`config.mk`:
```
export PLATFORM = sky130hd
export DESIGN_NAME = column_run_peak_extractor
export DESIGN_NICKNAME = d
export VERILOG_FILES = /design/src/hdl/crpe_pkg.sv /design/src/hdl/column_run_peak_extractor.sv
export SDC_FILE = /design/constraint.sdc
export NUM_CORES = 1
export LEC_CHECK = 0
export ABC_CLOCK_PERIOD_IN_PS = 5900
export BUFFER_PORTS_ARGS = -buffer_cell sky130_fd_sc_hd__buf_4
export CELL_PAD_IN_SITES_DETAIL_PLACEMENT = 1
export CELL_PAD_IN_SITES_GLOBAL_PLACEMENT = 2
export CORE_ASPECT_RATIO = 0.9
export CORE_MARGIN = 3
export CORE_UTILIZATION = 42
export CTS_BUF_LIST = sky130_fd_sc_hd__clkbuf_16
export CTS_CLUSTER_SIZE = 30
export DETAILED_ROUTE_END_ITERATION = 6
export PLACE_DENSITY = 0.85
export SLEW_MARGIN = 20
export SYNTH_ARGS = -nofsm -noshare
export SYNTH_HDL_FRONTEND = slang
export SYNTH_SLANG_ARGS = --single-unit
```
`constraint.sdc`:
```
create_clock -name aclk -period 5.9 [get_ports aclk]
set_clock_uncertainty 0.2 [all_clocks]
set_input_delay 0.295 -clock aclk [delete_from_list [all_inputs] [get_ports aclk]]
set_output_delay 0.295 -clock aclk [all_outputs]
set_load 0.03 [all_outputs]
```
`src/hdl/crpe_pkg.sv`:
```
// Shared constants for the column run peak extractor.
package crpe_pkg;

    // Parameter defaults
    localparam int DEF_MAX_WIDTH     = 1024;
    localparam int DEF_MAX_HEIGHT    = 1024;
    localparam int DEF_MAX_DIVISIONS = 4;

    // Field widths
    localparam int PIXEL_W  = 8;
    localparam int OUT_POS_W = 10;
    localparam int CFG_SIZE_W = 11;
    localparam int CFG_DIV_W  = 3;
    localparam int APB_ADDR_W = 4;
    localparam int APB_DATA_W = 32;
    localparam int TDATA_OUT_W = 24;

    // Register indexes (paddr[3:2])
    localparam logic [1:0] REG_IMAGE_WIDTH  = 2'd0;
    localparam logic [1:0] REG_IMAGE_HEIGHT = 2'd1;
    localparam logic [1:0] REG_DIVISIONS    = 2'd2;

    // Register reset values
    localparam logic [CFG_SIZE_W-1:0] RST_IMAGE_WIDTH  = 11'd1024;
    localparam logic [CFG_SIZE_W-1:0] RST_IMAGE_HEIGHT = 11'd1024;
    localparam logic [CFG_DIV_W-1:0]  RST_DIVISIONS    = 3'd2;

    // Result kinds
    localparam logic KIND_COLUMN = 1'b0;
    localparam logic KIND_GROUP  = 1'b1;

endpackage

```
`src/hdl/column_run_peak_extractor.sv`:
```
// Top level of the column run peak extractor: run tracking, group store and rank selection.
//
// Pixels arrive column-major, one beat per cycle, and the block takes one pixel every cycle
// except after the last pixel of a column, while it hands over the column result, and, when
// that pixel closes a group of 2^d+1 columns before the end of the image, while a single key
// comparator ranks the stored group entries against each other, reading the group store
// through its one registered read port. A result waiting in the output register does not
// stall pixels that end no column. Results leave as kind 0 (column peak) and kind 1 (group
// pick); tlast marks the final result of a pixel.
module column_run_peak_extractor #(
    parameter int MAX_WIDTH     = crpe_pkg::DEF_MAX_WIDTH,
    parameter int MAX_HEIGHT    = crpe_pkg::DEF_MAX_HEIGHT,
    parameter int MAX_DIVISIONS = crpe_pkg::DEF_MAX_DIVISIONS
) (
    input  logic                              aclk,
    input  logic                              aresetn,
    // pixel stream; tdata: pixel[7:0]
    input  logic                              s_tvalid,
    output logic                              s_tready,
    input  logic [crpe_pkg::PIXEL_W-1:0]      s_tdata,
    // result stream; tdata: column[9:0], row[19:10], found[20], zero pad [23:21]
    output logic                              m_tvalid,
    input  logic                              m_tready,
    output logic [crpe_pkg::TDATA_OUT_W-1:0]  m_tdata,
    // tuser: kind[0]
    output logic                              m_tuser,
    output logic                              m_tlast,
    // configuration
    input  logic                              psel,
    input  logic                              penable,
    input  logic                              pwrite,
    input  logic [crpe_pkg::APB_ADDR_W-1:0]   paddr,
    input  logic [crpe_pkg::APB_DATA_W-1:0]   pwdata,
    output logic [crpe_pkg::APB_DATA_W-1:0]   prdata,
    output logic                              pready
);

    localparam int COLW = $clog2(MAX_WIDTH);
    localparam int ROWW = (MAX_HEIGHT > 1) ? $clog2(MAX_HEIGHT) : 1;
    localparam int GD   = (2 ** MAX_DIVISIONS) + 1;
    localparam int GIW  = $clog2(GD);
    localparam int KW   = crpe_pkg::OUT_POS_W + COLW + GIW;
    localparam int EW   = crpe_pkg::OUT_POS_W + 1;

    typedef enum logic [2:0] {
        ST_IDLE,
        ST_EMIT_COL,
        ST_FETCH_I,
        ST_WAIT_I,
        ST_CMP,
        ST_EMIT_GRP
    } state_t;

    // Configuration registers
    logic [crpe_pkg::CFG_SIZE_W-1:0] width_cfg_reg;
    logic [crpe_pkg::CFG_SIZE_W-1:0] height_cfg_reg;
    logic [crpe_pkg::CFG_DIV_W-1:0]  div_cfg_reg;
    logic                            cfg_wr;

    assign pready = 1'b1;
    assign cfg_wr = psel & penable & pwrite & pready;

    always_ff @(posedge aclk) begin
        if (!aresetn) begin
            width_cfg_reg  <= crpe_pkg::RST_IMAGE_WIDTH;
            height_cfg_reg <= crpe_pkg::RST_IMAGE_HEIGHT;
            div_cfg_reg    <= crpe_pkg::RST_DIVISIONS;
        end else if (cfg_wr) begin
            unique case (paddr[3:2])
                crpe_pkg::REG_IMAGE_WIDTH:
                    width_cfg_reg <= pwdata[crpe_pkg::CFG_SIZE_W-1:0];
                crpe_pkg::REG_IMAGE_HEIGHT:
                    height_cfg_reg <= pwdata[crpe_pkg::CFG_SIZE_W-1:0];
                crpe_pkg::REG_DIVISIONS:
                    div_cfg_reg <= pwdata[crpe_pkg::CFG_DIV_W-1:0];
                default: ;
            endcase
        end
    end

    // Decode register reads
    always_comb begin
        unique case (paddr[3:2])
            crpe_pkg::REG_IMAGE_WIDTH:
                prdata = crpe_pkg::APB_DATA_W'(width_cfg_reg);
            crpe_pkg::REG_IMAGE_HEIGHT:
                prdata = crpe_pkg::APB_DATA_W'(height_cfg_reg);
            crpe_pkg::REG_DIVISIONS:
                prdata = crpe_pkg::APB_DATA_W'(div_cfg_reg);
            default:
                prdata = '0;
        endcase
    end

    // Clamp limits to their legal ranges
    logic [COLW:0]                  w_lim;
    logic [ROWW:0]                  h_lim;
    logic [crpe_pkg::CFG_DIV_W-1:0] d_lim;
    logic [GIW:0]                   gsize;
    logic [GIW:0]                   rank;

    always_comb begin
        if (width_cfg_reg == '0)
            w_lim = (COLW+1)'(1);
        else if (width_cfg_reg > MAX_WIDTH)
            w_lim = (COLW+1)'(MAX_WIDTH);
        else
            w_lim = (COLW+1)'(width_cfg_reg);
        if (height_cfg_reg == '0)
            h_lim = (ROWW+1)'(1);
        else if (height_cfg_reg > MAX_HEIGHT)
            h_lim = (ROWW+1)'(MAX_HEIGHT);
        else
            h_lim = (ROWW+1)'(height_cfg_reg);
        d_lim = (div_cfg_reg > MAX_DIVISIONS) ? crpe_pkg::CFG_DIV_W'(MAX_DIVISIONS)
                                              : div_cfg_reg;
        gsize = (GIW+1)'((1 << d_lim) + 1);
        rank  = (d_lim == '0) ? '0 : (GIW+1)'(1 << (d_lim - 1'b1));
    end

    // State and registered outputs
    state_t               state_reg, state_next;
    logic                 in_run_reg, in_run_next;
    logic [7:0]           run_v_reg, run_v_next;
    logic [ROWW-1:0]      run_r_reg, run_r_next;
    logic [7:0]           best_v_reg, best_v_next;
    logic [ROWW-1:0]      best_r_reg, best_r_next;
    logic [ROWW-1:0]      row_cnt_reg, row_cnt_next;
    logic [COLW-1:0]      col_cnt_reg, col_cnt_next;
    logic [GIW-1:0]       fill_reg, fill_next;
    // pending column result and group job
    logic [EW-1:0]        col_entry_reg, col_entry_next;
    logic [9:0]           col_pos_reg, col_pos_next;
    logic                 grp_pend_reg, grp_pend_next;
    logic [COLW-1:0]      start_reg, start_next;
    logic [GIW-1:0]       last_idx_reg, last_idx_next;
    logic [GIW:0]         rank_reg, rank_next;
    // selection sequencer
    logic [GIW-1:0]       i_reg, i_next;
    logic [GIW-1:0]       j_reg, j_next;
    logic [GIW:0]         below_reg, below_next;
    logic [KW-1:0]        key_i_reg, key_i_next;
    logic [EW-1:0]        ent_i_reg, ent_i_next;
    logic [EW-1:0]        sel_ent_reg, sel_ent_next;
    logic [GIW-1:0]       sel_idx_reg, sel_idx_next;
    // output register
    logic                 out_valid_reg, out_valid_next;
    logic                 out_kind_reg, out_kind_next;
    logic [9:0]           out_col_reg, out_col_next;
    logic [EW-1:0]        out_ent_reg, out_ent_next;
    logic                 out_last_reg, out_last_next;

    // Group store
    logic [EW-1:0]        gp_mem [GD];
    logic                 mem_we;
    logic [GIW-1:0]       mem_waddr;
    logic [EW-1:0]        mem_wdata;
    logic [GIW-1:0]       mem_raddr;
    logic [EW-1:0]        mem_rdata_reg;

    always_ff @(posedge aclk) begin
        if (mem_we)
            gp_mem[mem_waddr] <= mem_wdata;
        mem_rdata_reg <= gp_mem[mem_raddr];
    end

    // Sort key: row, then reported column, then position in the group
    function automatic logic [KW-1:0] key_of(input logic [EW-1:0] ent,
                                             input logic [COLW-1:0] start,
                                             input logic [GIW-1:0] idx);
        logic [COLW-1:0] col;
        col = ent[EW-1] ? (start + COLW'(idx)) : '0;
        return {ent[9:0], col, idx};
    endfunction

    logic                 accept;
    logic                 out_free;
    logic                 p_nz;
    logic                 col_end;
    logic                 found;
    logic                 grp_done;
    logic [GIW:0]         fill_inc;
    logic [KW-1:0]        key_j;
    logic                 key_less;
    logic [GIW:0]         below_sum;

    assign s_tready = (state_reg == ST_IDLE);
    assign accept   = s_tvalid & s_tready;
    assign out_free = !out_valid_reg || m_tready;
    assign p_nz     = (s_tdata != '0);
    assign fill_inc = {1'b0, fill_reg} + 1'b1;

    // Shared comparator
    assign key_j     = key_of(mem_rdata_reg, start_reg, j_reg);
    assign key_less  = (key_j < key_i_reg);
    assign below_sum = below_reg + (GIW+1)'(key_less);

    always_comb begin
        state_next     = state_reg;
        in_run_next    = in_run_reg;
        run_v_next     = run_v_reg;
        run_r_next     = run_r_reg;
        best_v_next    = best_v_reg;
        best_r_next    = best_r_reg;
        row_cnt_next   = row_cnt_reg;
        col_cnt_next   = col_cnt_reg;
        fill_next      = fill_reg;
        col_entry_next = col_entry_reg;
        col_pos_next   = col_pos_reg;
        grp_pend_next  = grp_pend_reg;
        start_next     = start_reg;
        last_idx_next  = last_idx_reg;
        rank_next      = rank_reg;
        i_next         = i_reg;
        j_next         = j_reg;
        below_next     = below_reg;
        key_i_next     = key_i_reg;
        ent_i_next     = ent_i_reg;
        sel_ent_next   = sel_ent_reg;
        sel_idx_next   = sel_idx_reg;
        out_valid_next = out_valid_reg && !m_tready;
        out_kind_next  = out_kind_reg;
        out_col_next   = out_col_reg;
        out_ent_next   = out_ent_reg;
        out_last_next  = out_last_reg;
        mem_we         = 1'b0;
        mem_waddr      = fill_reg;
        mem_wdata      = col_entry_reg;
        mem_raddr      = '0;
        col_end        = 1'b0;
        found          = 1'b0;
        grp_done       = 1'b0;

        unique case (state_reg)
            ST_IDLE: begin
                if (accept) begin
                    // open or close a run, then track its peak
                    if (p_nz && !in_run_next) begin
                        in_run_next = 1'b1;
                        run_v_next  = '0;
                        run_r_next  = '0;
                    end
                    if (!p_nz && in_run_next) begin
                        in_run_next = 1'b0;
                        if (run_v_next > best_v_next) begin
                            best_v_next = run_v_next;
                            best_r_next = run_r_next;
                        end
                    end
                    if (in_run_next && s_tdata > run_v_next) begin
                        run_v_next = s_tdata;
                        run_r_next = row_cnt_reg;
                    end

                    col_end = ({1'b0, row_cnt_reg} + 1'b1) >= h_lim;
                    if (!col_end) begin
                        row_cnt_next = row_cnt_reg + 1'b1;
                    end else begin
                        // column result and group entry
                        found          = (best_v_next != '0);
                        col_entry_next = {found, found ? 10'(best_r_next) : 10'd0};
                        col_pos_next   = found ? 10'(col_cnt_reg) : 10'd0;
                        mem_we         = 1'b1;
                        mem_waddr      = fill_reg;
                        mem_wdata      = col_entry_next;
                        in_run_next    = 1'b0;
                        run_v_next     = '0;
                        run_r_next     = '0;
                        best_v_next    = '0;
                        best_r_next    = '0;
                        row_cnt_next   = '0;

                        // close the group when full
                        grp_done      = (fill_inc >= gsize) || (fill_inc >= (GIW+1)'(GD));
                        grp_pend_next = grp_done &&
                                        (({1'b0, col_cnt_reg} + 1'b1) < w_lim);
                        start_next    = col_cnt_reg - COLW'(fill_reg);
                        last_idx_next = fill_reg;
                        rank_next     = rank;
                        fill_next     = grp_done ? '0 : GIW'(fill_inc);

                        // advance column, restart at image end
                        if (({1'b0, col_cnt_reg} + 1'b1) >= w_lim) begin
                            col_cnt_next = '0;
                            fill_next    = '0;
                        end else begin
                            col_cnt_next = col_cnt_reg + 1'b1;
                        end
                        state_next = ST_EMIT_COL;
                    end
                end
            end

            ST_EMIT_COL: begin
                if (out_free) begin
                    out_valid_next = 1'b1;
                    out_kind_next  = crpe_pkg::KIND_COLUMN;
                    out_col_next   = col_pos_reg;
                    out_ent_next   = col_entry_reg;
                    out_last_next  = !grp_pend_reg;
                    i_next         = '0;
                    state_next     = grp_pend_reg ? ST_FETCH_I : ST_IDLE;
                end
            end

            ST_FETCH_I: begin
                mem_raddr  = i_reg;
                state_next = ST_WAIT_I;
            end

            ST_WAIT_I: begin
                // latch candidate, start scan at entry 0
                key_i_next = key_of(mem_rdata_reg, start_reg, i_reg);
                ent_i_next = mem_rdata_reg;
                if (i_reg == '0) begin
                    sel_ent_next = mem_rdata_reg;
                    sel_idx_next = '0;
                end
                mem_raddr  = '0;
                j_next     = '0;
                below_next = '0;
                state_next = ST_CMP;
            end

            ST_CMP: begin
                if (j_reg == last_idx_reg) begin
                    if (below_sum == rank_reg) begin
                        sel_ent_next = ent_i_reg;
                        sel_idx_next = i_reg;
                    end
                    if (i_reg == last_idx_reg) begin
                        state_next = ST_EMIT_GRP;
                    end else begin
                        i_next     = i_reg + 1'b1;
                        state_next = ST_FETCH_I;
                    end
                end else begin
                    j_next     = j_reg + 1'b1;
                    mem_raddr  = j_reg + 1'b1;
                    below_next = below_sum;
                end
            end

            ST_EMIT_GRP: begin
                if (out_free) begin
                    out_valid_next = 1'b1;
                    out_kind_next  = crpe_pkg::KIND_GROUP;
                    out_col_next   = sel_ent_reg[EW-1]
                                     ? 10'(start_reg + COLW'(sel_idx_reg)) : 10'd0;
                    out_ent_next   = sel_ent_reg;
                    out_last_next  = 1'b1;
                    state_next     = ST_IDLE;
                end
            end

            default: state_next = ST_IDLE;
        endcase
    end

    always_ff @(posedge aclk) begin
        if (!aresetn) begin
            state_reg     <= ST_IDLE;
            in_run_reg    <= 1'b0;
            run_v_reg     <= '0;
            run_r_reg     <= '0;
            best_v_reg    <= '0;
            best_r_reg    <= '0;
            row_cnt_reg   <= '0;
            col_cnt_reg   <= '0;
            fill_reg      <= '0;
            grp_pend_reg  <= 1'b0;
            out_valid_reg <= 1'b0;
        end else begin
            state_reg     <= state_next;
            in_run_reg    <= in_run_next;
            run_v_reg     <= run_v_next;
            run_r_reg     <= run_r_next;
            best_v_reg    <= best_v_next;
            best_r_reg    <= best_r_next;
            row_cnt_reg   <= row_cnt_next;
            col_cnt_reg   <= col_cnt_next;
            fill_reg      <= fill_next;
            grp_pend_reg  <= grp_pend_next;
            out_valid_reg <= out_valid_next;
        end
        // payload
        col_entry_reg <= col_entry_next;
        col_pos_reg   <= col_pos_next;
        start_reg     <= start_next;
        last_idx_reg  <= last_idx_next;
        rank_reg      <= rank_next;
        i_reg         <= i_next;
        j_reg         <= j_next;
        below_reg     <= below_next;
        key_i_reg     <= key_i_next;
        ent_i_reg     <= ent_i_next;
        sel_ent_reg   <= sel_ent_next;
        sel_idx_reg   <= sel_idx_next;
        out_kind_reg  <= out_kind_next;
        out_col_reg   <= out_col_next;
        out_ent_reg   <= out_ent_next;
        out_last_reg  <= out_last_next;
    end

    // Drive result ports
    assign m_tvalid = out_valid_reg;
    assign m_tdata  = {3'b000, out_ent_reg[EW-1], out_ent_reg[9:0], out_col_reg};
    assign m_tuser  = out_kind_reg;
    assign m_tlast  = out_last_reg;

endmodule

```
==> key figures, run 1 <==
Critical path
  – Critical-path top delay cell: edfxtp_1
  – Nature of the critical path endpoint: register
  – CP arrival: 5.55 ns
  – Family with the most delay on the worst path: compound AO/OA/AOI/OAI gates
  – Cell mode on critical path: a21o_1
  – Critical path launch point type: register
  – CP max FO: 16
  – Stages on worst setup path: 24
  – Crit. Startpoint: j_reg[1]
  – Reg2reg path depth: 24
  – R2r endpoint: sel_ent_reg[1]
  – Kind of critical path: reg2reg
  – WP data required: between 5 and 6 ns
  – CP max stage delay: between 0.5 and 0.6 ns
  – R2r startpoint: j_reg[1]
  – WP buf/inv: 1
  – Ordered cell list for the critical path: ha_1 > a21o_1 > a21oi_1 > o21bai_1 > a21oi_2 > xnor2_1 > and2_1 > ha_1 > a21o_1 > a21o_1 > a21o_1 > a21o_1 > a21oi_1 > o211ai_1 > o211ai_1 > ha_1 > ha_1 > xor2_1 > xnor2_1 > nand4_1 > nor3_1 > nand3_1 > o21ai_1 > buf_6
  – R2r setup slk: 0.42 ns

Die
  – Die W: between 200 and 250 um
  – I/O Pins: around 110
  – Row Count: 75
  – Core footprint: around 47,000 um2
  – Die height: about 210 um
  – Initial core utilization: 0.428
  – Die Footprint: between 50,000 and 60,000 um2

Placement
  – PortBufs: 63
  – Post-DP HPWL: approximately 35,000 um
  – Cells after DPL: 2,309
  – Placed instance area: 21,100 um2
  – Worst slack, placed: around 0.31 ns
  – RD Place Congestion: approximately 0.8

Logic synthesis
  – Synth Area per Inst: approximately 12 um2
  – Number of synthesized flops with an enable pin: 299
  – Post-synth ARST share: 0
  – Netlist cell types: 78
  – Mapped Cells: between 1.5k and 2k
  – Mapped Area: between 20,000 and 25,000 um2
  – Area leader, netlist: edfxtp_1
  – Main synth FF type: edfxtp_1
  – Share of the synthesized area in the top cell type: 0.448
  – Sequential element share of the synthesized area: 0.562
  – YS warnings: 0
  – Post-synthesis register bit count: slightly above 400
  – Synth top area cells: edfxtp_1 (45%), dfxtp_1 (11%), ha_1 (6.4%), mux2i_1 (6.0%), nor2_1 (2.2%)

Layout
  – Ant. Diodes: 0
  – Finished Layout Cells: 2,416
  – Cell area after layout: ~23,000 um2
  – Nets: slightly below 2k
  – Area of the multi-input gates: about 8100 um2
  – Fill count: 4,837
  – Largest register FFs: about 190
  – Reg area: ~11,000 um2
  – Area Overhead vs Synth: 14.0%
  – Share of cells above drive strength 1: 0.131

Global route
  – Largest net degree at the start of global routing: 89
  – Overall global routing resource usage: 0.203
  – Initial antenna violation count: 2
  – Vias in the first global route: roughly 14k
  – First-pass GRT wire length: 80,600 um
  – Remaining Overflow, GRT: 0

Job
  – Max cap viols: 0

Worst hold path
  – Hold Startpoint: paddr[3]
  – Worst hold path depth: 4
  – Worst hold path endpoint: width_cfg_reg[2]
  – HP Class: in2reg

Timing
  – Slew Limit Headroom: 0.335
  – Endpoints failing hold: 0
  – Worst setup margin: approximately 0.42 ns
  – Hold_ws: between 0.1 and 0.15 ns
  – Final period util: 0.929
  – RSZ-0062 raised after global routing: no
  – Setup_tns: 0 ns
  – Max-slew violations: 0
  – Setup violations, final: 0
  – Tmin final: 5.48 ns
  – Fmax: ~0.18 GHz
  – Worst slew pin tran: between 0.9 and 1 ns

Power
  – Sw Share: 0.242
  – Sequential power share: 0.509
  – VDD IR max: between 0.15 and 0.2 mV
  – Pwr Density: ~290 nW/um2
  – Power Internal: roughly 5000 uW
  – Sw power: about 1600 uW
  – Combinational power share: 0.076
  – Clock network fraction of total power: 0.415
  – Leakage dissipation: 0.00855 uW

Route
  – Vias/cell: ~5.5
  – # DRC: 0
  – Final antenna-violating net count: 0
  – Routed len/inst: 21.2 um
  – Vias post-DR: ~13k
  – First-pass iteration count of the detailed router: 5
  – Initial DRC count: just over 1k
  – Final WL: slightly above 50,000 um

CTS
  – Clock sink count: between 400 and 500
  – CTS clk-pin slew, worst paths: 0.06 ns
  – Root Buffer: clkbuf_16
  – H-Tree Depth: 2
  – CTS tree: yes
  – Clock latency on the worst-skew pair: 0.58 ns
  – Total CTS buffers: 46
  – CTS max path bufs: 3

Outcome
  – Outcome: finished, final reports clean
==> area by class of cell <==
type / instances / share of cell area
clock buffer: 47 / 0.0515
tap: 616 / 0.0338
sequential: 413 / 0.493
multi-input combinational: 1101 / 0.353
inverter: 80 / 0.0132
clock inverter: 36 / 0.0115
timing repair buffer: 123 / 0.0438
==> tightest hold or removal path, stage by stage <==
cell     delay (ns)
buf_4          0.20
nor3_4         0.15
mux2i_1        0.15
nor2_1         0.07
==> repair_timing <==
action                                 CTS  global route
endpoints found under the hold margin   40             0
setup endpoints to repair                0            16
buffers inserted                         0             0
hold buffers                            24             0
resized for setup                        0             2
==> Yosys cell counts (all sizes together) (17+ instances only) <==
cell / instances
nor4: 17
inv: 78
a21oi: 58
clkbuf: 40
dfxtp: 114
mux2: 28
o21ai: 55
a21o: 28
a22oi: 30
buf: 57
xnor2: 40
mux2i: 120
nor2: 117
and2: 40
nand3: 65
nor3: 31
xor2: 31
nand2: 107
edfxtp: 299
ha: 102
==> layer usage <==
| layer | vias up | GRT usage | routed length [um] |
|---|---|---|---|
| li1 | 6289 | - | - |
| met1 | 6669 | 0.274 | 23100 |
| met2 | 293 | 0.343 | 24300 |
| met3 | 79 | 0.0307 | 2530 |
| met4 | 0 | 0.0588 | 1310 |
| met5 | - | 0 | 0 |
==> kinds of logic after synthesis <==
group / share of synthesized area
adder cells (fa/ha/maj): 0.0677
other: 0.000375
flip-flops: 0.563
AO/OA/AOI/OAI: 0.103
buffers and inverters: 0.0434
multiplexers: 0.0757
AND/OR/NAND/NOR: 0.116
XOR/XNOR: 0.0311
==> cells in the final DEF, fill, tap and decap left out, drive strengths merged, types with 7 or more instances in the layout <==
cell | synthesis | final
xnor2 | 40 | 40
dlygate4sd3 | 0 | 24
o21ai | 55 | 55
nand2 | 107 | 107
and2 | 40 | 40
a22oi | 30 | 30
ha | 102 | 102
nand3b | 8 | 8
and3 | 15 | 15
nor3 | 31 | 31
nor3b | 8 | 8
o22ai | 13 | 13
a2bb2oi | 10 | 10
clkinv | 2 | 21
xor2 | 31 | 31
a32o | 9 | 9
mux2 | 28 | 28
o21a | 8 | 8
a21oi | 58 | 58
o32ai | 7 | 7
dfxtp | 114 | 114
a31oi | 14 | 14
conb | 2 | 26
nor2 | 117 | 117
edfxtp | 299 | 299
inv | 78 | 88
clkbuf | 40 | 47
or3 | 7 | 7
nand4 | 11 | 11
mux2i | 120 | 120
a22o | 8 | 8
buf | 57 | 99
a21boi | 8 | 8
a211oi | 11 | 11
nand2b | 11 | 11
nand3 | 65 | 65
nor4 | 17 | 17
nor2b | 15 | 15
a21o | 28 | 28
==> power by group through the flow <==
stage	clock, uW	sequential [uW]	combinational [uW]
3_3_place_gp	0	3430	465
2_1_floorplan	0	3390	291
6_report	2750	3380	504
5_1_grt	2940	3380	550
4_1_cts	2820	3370	507
3_5_place_dp	0	3430	495
==> worst max-delay path by stage <==
stage / slack, ns / to
3_5_place_dp: 0.31 / sel_ent_reg[1]
2_1_floorplan: 0.67 / sel_ent_reg[0]
6_report: 0.42 / sel_ent_reg[1]
3_3_place_gp: 0.47 / sel_ent_reg[0]
5_1_grt: 0.04 / sel_ent_reg[1]
4_1_cts: 0.25 / sel_ent_reg[1]
==> stage by stage <==
step	total power, uW	utilization
finish	6630	0.487
global route	6870	0.487
CTS	6700	0.487
detailed placement	3930	0.451
global placement	3900	0.451
floorplan	3680	-
No activity file was read; power rests on OpenSTA's default activity.
==> run 2, diff against run 1 <==
--- a/config.mk
+++ b/config.mk
@@ -15,7 +15,8 @@
 export CTS_BUF_LIST = sky130_fd_sc_hd__clkbuf_16
 export CTS_CLUSTER_SIZE = 30
 export DETAILED_ROUTE_END_ITERATION = 6
-export PLACE_DENSITY = 0.85
+export GPL_TIMING_DRIVEN = 0
+export PLACE_DENSITY = 0.81
 export SLEW_MARGIN = 20
 export SYNTH_ARGS = -nofsm -noshare
 export SYNTH_HDL_FRONTEND = slang
==> constraint.sdc (replaced) <==
create_clock -name aclk -period 5.9 [get_ports aclk]
set_clock_uncertainty 0.2 [all_clocks]
set_input_delay 0.885 -clock aclk [delete_from_list [all_inputs] [get_ports aclk]]
set_output_delay 0.885 -clock aclk [all_outputs]
set_load 0.03 [all_outputs]
==> key figures, run 2 (synthesized netlist as in run 1, its figures left out) <==
Outcome
  – Outcome: finished, final reports clean

Route
  – Final antenna-violating net count: 0
  – Initial DRC count: roughly 940
  – First-pass iteration count of the detailed router: 7
  – Vias/cell: 5.45
  – Vias post-DR: roughly 14k
  – Routed len/inst: 21.8 um
  – Final WL: roughly 54,000 um
  – # DRC: 0

Timing
  – Max-slew violations: 0
  – Hold_ws: approximately 0.24 ns
  – Final period util: 0.936
  – Setup violations, final: 0
  – Endpoints failing hold: 0
  – Fmax: about 0.18 GHz
  – Tmin final: 5.52 ns
  – RSZ-0062 raised after global routing: no
  – Slew Limit Headroom: 0.324
  – Worst setup margin: 0.376 ns
  – Worst slew pin tran: around 1.0 ns

Layout
  – Most frequent cells in the layout: edfxtp_1 (299), mux2i_1 (120), dfxtp_1 (114), nor2_1 (112)
  – Area Overhead vs Synth: 16.9%
  – Ant. Diodes: 0
  – Post-layout util: 0.500
  – Most common cell after layout, fill and taps aside: edfxtp_1
  – Nets: 1,986
  – Finished Layout Cells: roughly 2.5k
  – Largest register FFs: 187
  – Share of cells above drive strength 1: 0.166

Global route
  – Overall global routing resource usage: 0.215
  – First-pass GRT wire length: 84,300 um
  – Vias in the first global route: 14.3k
  – Remaining Overflow, GRT: 0
  – Largest net degree at the start of global routing: 32
  – Initial antenna violation count: 2

Critical path
  – R2r setup slk: 0.38 ns
  – Kind of critical path: reg2reg
  – R2r endpoint: sel_ent_reg[9]
  – End of the critical path: sel_ent_reg[9]
  – Nature of the critical path endpoint: register
  – R2r startpoint: start_reg[0]
  – Crit. Startpoint: start_reg[0]
  – CP max FO: 10
  – CP arrival: between 5 and 6 ns
  – Reg2reg path depth: 24
  – Critical path launch point type: register
  – WP data required: 5.99 ns

Placement
  – PortBufs: between 60 and 70
  – Cells after DPL: 2,390
  – Worst slack, placed: -0.274 ns
  – RD Place Congestion: just over 0.8
  – Post-DP HPWL: about 39,000 um

CTS
  – Clock sink count: about 410
  – CTS tree: yes
  – H-Tree Depth: 2
  – Total CTS buffers: 46
  – Root Buffer: clkbuf_16
  – CTS max path bufs: 3
  – CTS clk-pin slew, worst paths: approximately 0.060 ns
  – # hold bufs at CTS: 0
  – Clock latency on the worst-skew pair: 0.58 ns

Die
  – Row Count: 75
  – Die Footprint: a little over 50,000 um2
  – I/O Pins: between 100 and 150
  – Core footprint: 46,800 um2
  – Initial core utilization: 0.428
  – Die W: approximately 240 um
  – Die height: 213 um

Job
  – Max cap viols: 0

Power
  – VDD IR max: around 0.18 mV
  – Pwr Total: 6980 uW
  – Leakage dissipation: 0.00885 uW
  – Pwr Density: 298 nW/um2

Worst hold path
  – HP Class: reg2reg
run 2: cell types whose count changed in the layout (fill, tap and decap cells not counted), moves of 3 or more:
| cell | before | now |
|---|---|---|
| clkbuf_1 | 0 | 40 |
| dlygate4sd3_1 | 24 | 0 |
| buf_6 | 1 | 19 |
| buf_2 | 0 | 16 |
| a31oi_1 | 13 | 3 |
| a31oi_2 | 0 | 10 |
| buf_4 | 97 | 107 |
| bufinv_16 | 3 | 9 |
| nor3_2 | 11 | 16 |
| clkinv_1 | 11 | 7 |
| nor3_1 | 19 | 15 |
| nor2_1 | 115 | 112 |
| nor2_2 | 2 | 5 |
run 2: final cells by class:
type / instances / area, um2
Sequential cell: 413 / 11300
Timing Repair Buffer: 90 / 747
Buffer: 97 / 571
Inverter: 80 / 300
Clock inverter: 40 / 459
Fill cell: 4898 / 23400
Clock buffer: 46 / 1150
Tap cell: 616 / 771
Multi-Input combinational cell: 1101 / 8140
run 2: worst max-delay path, stage by stage, from the launching register on:
cell and delay (ns):
edfxtp_1 0.47, ha_1 0.28, fa_1 0.41, a21oi_1 0.18, nor2_1 0.07, o21a_1 0.19
o21ai_1 0.15, xnor2_1 0.08, and2_1 0.18, ha_1 0.29, a21o_1 0.16, a21o_1 0.16
a21o_1 0.18, a21oi_2 0.20, o211ai_1 0.16, o211ai_1 0.32, ha_2 0.28, ha_2 0.21
xor2_2 0.18, xnor2_1 0.14, nand4_1 0.14, nor3_2 0.18, nand3_2 0.14, o21ai_4 0.10
buf_8 0.17
run 2: worst min path at each step:
stage | to | slack, ns | start | cells after the start
detailed placement | last_idx_reg[4] | 0.24 | fill_reg[4] | 0
finish | last_idx_reg[4] | 0.24 | fill_reg[4] | 0
floorplan | last_idx_reg[2] | 0.21 | fill_reg[2] | 0
global route | last_idx_reg[4] | 0.26 | fill_reg[4] | 0
CTS | last_idx_reg[4] | 0.25 | fill_reg[4] | 0
global placement | last_idx_reg[2] | 0.21 | fill_reg[2] | 0
run 2: metal layers:
layer | share of wire | GRT usage | up-vias | wire, um
li1 | - | - | 6409 | -
met1 | 0.45 | 0.291 | 6789 | 24300
met2 | 0.48 | 0.366 | 269 | 26100
met3 | 0.047 | 0.0305 | 64 | 2540
met4 | 0.022 | 0.0571 | 0 | 1170
met5 | 0 | 0 | - | 0
run 2: through the flow:
stage	TNS, ns	cell area (um2)
6_report	0	23400
5_1_grt	0	23400
4_1_cts	0	23400
3_5_place_dp	-3.33	21700
3_3_place_gp	-81.54	21300
2_1_floorplan	0	20100
run 2: power breakdown:
group	switching [uW]	internal [uW]	leakage, uW	total [uW]
clock network	1220	1820	0.000824	3050
logic	383	178	0.00433	561
registers	76.6	3300	0.00370	3380
total	1680	5300	0.00885	6980
run 2: timing repair:
action	CTS	global route
pin swaps	1	4
resized for setup	3	6
buffers inserted	4	3
setup endpoints to repair	16	16
==> run 3, diff against run 2 <==
--- a/config.mk
+++ b/config.mk
@@ -5,18 +5,18 @@
 export SDC_FILE = /design/constraint.sdc
 export NUM_CORES = 1
 export LEC_CHECK = 0
-export ABC_CLOCK_PERIOD_IN_PS = 5900
+export ABC_CLOCK_PERIOD_IN_PS = 4500
 export BUFFER_PORTS_ARGS = -buffer_cell sky130_fd_sc_hd__buf_4
 export CELL_PAD_IN_SITES_DETAIL_PLACEMENT = 1
 export CELL_PAD_IN_SITES_GLOBAL_PLACEMENT = 2
 export CORE_ASPECT_RATIO = 0.9
 export CORE_MARGIN = 3
-export CORE_UTILIZATION = 42
+export CORE_UTILIZATION = 38
 export CTS_BUF_LIST = sky130_fd_sc_hd__clkbuf_16
 export CTS_CLUSTER_SIZE = 30
 export DETAILED_ROUTE_END_ITERATION = 6
 export GPL_TIMING_DRIVEN = 0
-export PLACE_DENSITY = 0.81
+export PLACE_DENSITY = 0.78
 export SLEW_MARGIN = 20
 export SYNTH_ARGS = -nofsm -noshare
 export SYNTH_HDL_FRONTEND = slang
==> constraint.sdc (replaced) <==
create_clock -name aclk -period 4.5 [get_ports aclk]
set_clock_uncertainty 0.2 [all_clocks]
set_input_delay 0.675 -clock aclk [delete_from_list [all_inputs] [get_ports aclk]]
set_output_delay 0.675 -clock aclk [all_outputs]
set_load 0.03 [all_outputs]
==> key figures, run 3 (synthesized netlist as in run 1, its figures left out) <==
Route
  – First-pass iteration count of the detailed router: 5
  – Final antenna-violating net count: 0
  – Initial DRC count: between 700 and 800
  – Routed len/inst: about 21 um
  – Vias post-DR: approximately 14k
  – Final WL: 54,800 um
  – # DRC: 0
  – Vias/cell: between 5 and 6

Layout
  – Area of the multi-input gates: 8360 um2
  – Most common cell after layout, fill and taps aside: edfxtp_1
  – Fill count: around 5.5k
  – Most frequent cells in the layout: edfxtp_1 (299), mux2i_1 (120), buf_4 (114), dfxtp_1 (112), nand2_1 (107)
  – Cell area after layout: roughly 24,000 um2
  – Largest register FFs: between 150 and 200
  – Nets: about 2k
  – Share of cells above drive strength 1: 0.181
  – Area Overhead vs Synth: 18.6%
  – Reg area: between 10,000 and 15,000 um2

Timing
  – Slew Limit Headroom: 0.363
  – RSZ-0062 raised after global routing: yes
  – Max-slew violations: 0
  – Final period util: 1.18
  – Worst setup margin: -0.802 ns
  – Setup violations, final: 19
  – Fmax: ~0.19 GHz
  – Tmin final: around 5.3 ns
  – Worst slew pin tran: 0.931 ns
  – Endpoints failing hold: 0

Placement
  – PortBufs: between 60 and 70
  – Post-DP HPWL: between 30,000 and 40,000 um
  – RD Place Congestion: roughly 0.82
  – Placed instance area: approximately 22,000 um2

Critical path
  – Family with the most delay on the worst path: compound AO/OA/AOI/OAI gates
  – Kind of critical path: reg2reg
  – End of the critical path: sel_ent_reg[6]
  – WP data required: 4.59 ns
  – WP buf/inv: 1
  – Critical-path top delay cell: edfxtp_1
  – CP max FO: 10
  – R2r setup slk: -0.80 ns
  – CP arrival: approximately 5.4 ns
  – Cell mode on critical path: a21o_1
  – R2r endpoint: sel_ent_reg[6]
  – Crit. Startpoint: start_reg[1]
  – CP max stage delay: around 0.47 ns
  – Stages on worst setup path: 24
  – Nature of the critical path endpoint: register
  – R2r startpoint: start_reg[1]
  – Reg2reg path depth: 24
  – Critical path launch point type: register
  – Ordered cell list for the critical path: ha_1 > a21o_1 > a21oi_2 > o21bai_1 > a21oi_2 > xnor2_1 > and2_1 > ha_1 > a21o_1 > a21o_1 > a21o_1 > a21o_1 > a21oi_2 > o211ai_1 > o211ai_1 > ha_2 > ha_4 > xor2_4 > xnor2_2 > nand4_1 > nor3_2 > nand3_2 > o21ai_4 > buf_12

Global route
  – Largest net degree at the start of global routing: 28
  – Initial antenna violation count: 1
  – Vias in the first global route: 14.1k
  – First-pass GRT wire length: about 84,000 um
  – Overall global routing resource usage: 0.196
  – Remaining Overflow, GRT: 0

Die
  – Core footprint: between 50,000 and 60,000 um2
  – I/O Pins: 112
  – Die W: between 200 and 250 um
  – Die height: approximately 220 um
  – Initial core utilization: 0.386
  – Row Count: between 70 and 80
  – Die Footprint: 55,500 um2

Outcome
  – Failing checks: setup timing
  – Outcome: complete, but fails checks

Worst hold path
  – HP Class: in2reg
  – Hold Startpoint: pwdata[4]

CTS
  – CTS clk-pin slew, worst paths: around 0.060 ns
  – Clock latency on the worst-skew pair: about 0.6 ns
  – CTS max path bufs: 3
  – H-Tree Depth: 2
  – Root Buffer: clkbuf_16
  – CTS tree: yes
  – Clock sink count: just over 400
  – Total CTS buffers: between 40 and 50

Power
  – Pwr Density: roughly 380 nW/um2
  – VDD IR max: approximately 0.24 mV
  – Leakage dissipation: 0.00893 uW
  – Pwr Total: around 8900 uW

Job
  – Max cap viols: 0
[run 3: cell types whose count changed in the layout (fill, tap and decap cells not counted), sizes merged]
cell    previous run  this run
bufinv             9         1
inv               88        98
clkinv            21        16
buf              147       163
clkbuf            86        88
diode              0         1
[run 3: worst register-to-register path: stages (launching register included)]
cell	delay (ns)
edfxtp_1	0.47
ha_1	0.31
a21o_1	0.17
a21oi_2	0.16
o21bai_1	0.11
a21oi_2	0.20
xnor2_1	0.10
and2_1	0.17
ha_1	0.30
a21o_1	0.17
a21o_1	0.17
a21o_1	0.15
a21o_1	0.15
a21oi_2	0.17
o211ai_1	0.16
o211ai_1	0.33
ha_2	0.31
ha_4	0.17
xor2_4	0.18
xnor2_2	0.14
nand4_1	0.17
nor3_2	0.17
nand3_2	0.11
o21ai_4	0.10
buf_12	0.17
[run 3: how the worst min path moves through the flow]
stage	to	slack (ns)	cells past startpoint
2_1_floorplan	last_idx_reg[2]	0.21	0
3_3_place_gp	last_idx_reg[2]	0.21	0
3_5_place_dp	last_idx_reg[2]	0.22	0
4_1_cts	width_cfg_reg[3]	0.12	3
5_1_grt	width_cfg_reg[4]	0.14	3
6_report	width_cfg_reg[4]	0.15	3
[run 3: power by group]
group	internal [uW]	switching, uW
Combinational	345	565
Clock	2030	1560
Sequential	4330	88.6
Total	6700	2210
[run 3: area by class of cell]
type                       instances  share of cell area
tap                              688              0.0363
antenna                            1            0.000105
clock buffer                      49              0.0516
sequential                       413               0.474
timing repair buffer             105              0.0387
inverter                          80              0.0127
buffer                            97              0.0242
clock inverter                    37             0.00980
multi-input combinational       1101               0.352
[run 3: per-layer routing]
layer | wire length [um] | vias to the layer above | GRT usage | share of wire
met5 | 0 | - | 0 | 0
met4 | 1160 | 0 | 0.0536 | 0.021
met3 | 2270 | 76 | 0.0300 | 0.041
met2 | 26300 | 255 | 0.322 | 0.48
met1 | 25100 | 6902 | 0.271 | 0.46
li1 | - | 6447 | - | -
[run 3: timing repair]
action	in CTS	in global routing
hold buffers	0	0
setup endpoints to repair	288	180
pin swaps	11	7
buffers inserted	21	3
resized for setup	23	17
[run 3: through the flow]
step | instances | setup TNS (ns) | setup slack, ns | utilization | hold slack, ns
4_1_cts | 2567 | -15.04 | -0.903 | 0.455 | 0.116
5_1_grt | 2570 | -18.33 | -1.07 | 0.458 | 0.135
3_3_place_gp | 2441 | -434.63 | -2.35 | 0.414 | 0.211
3_5_place_dp | 2460 | -85.63 | -1.23 | 0.420 | 0.220
2_1_floorplan | 1691 | -32.72 | -0.206 | - | 0.206
6_report | 2571 | -13.11 | -0.802 | 0.458 | 0.150
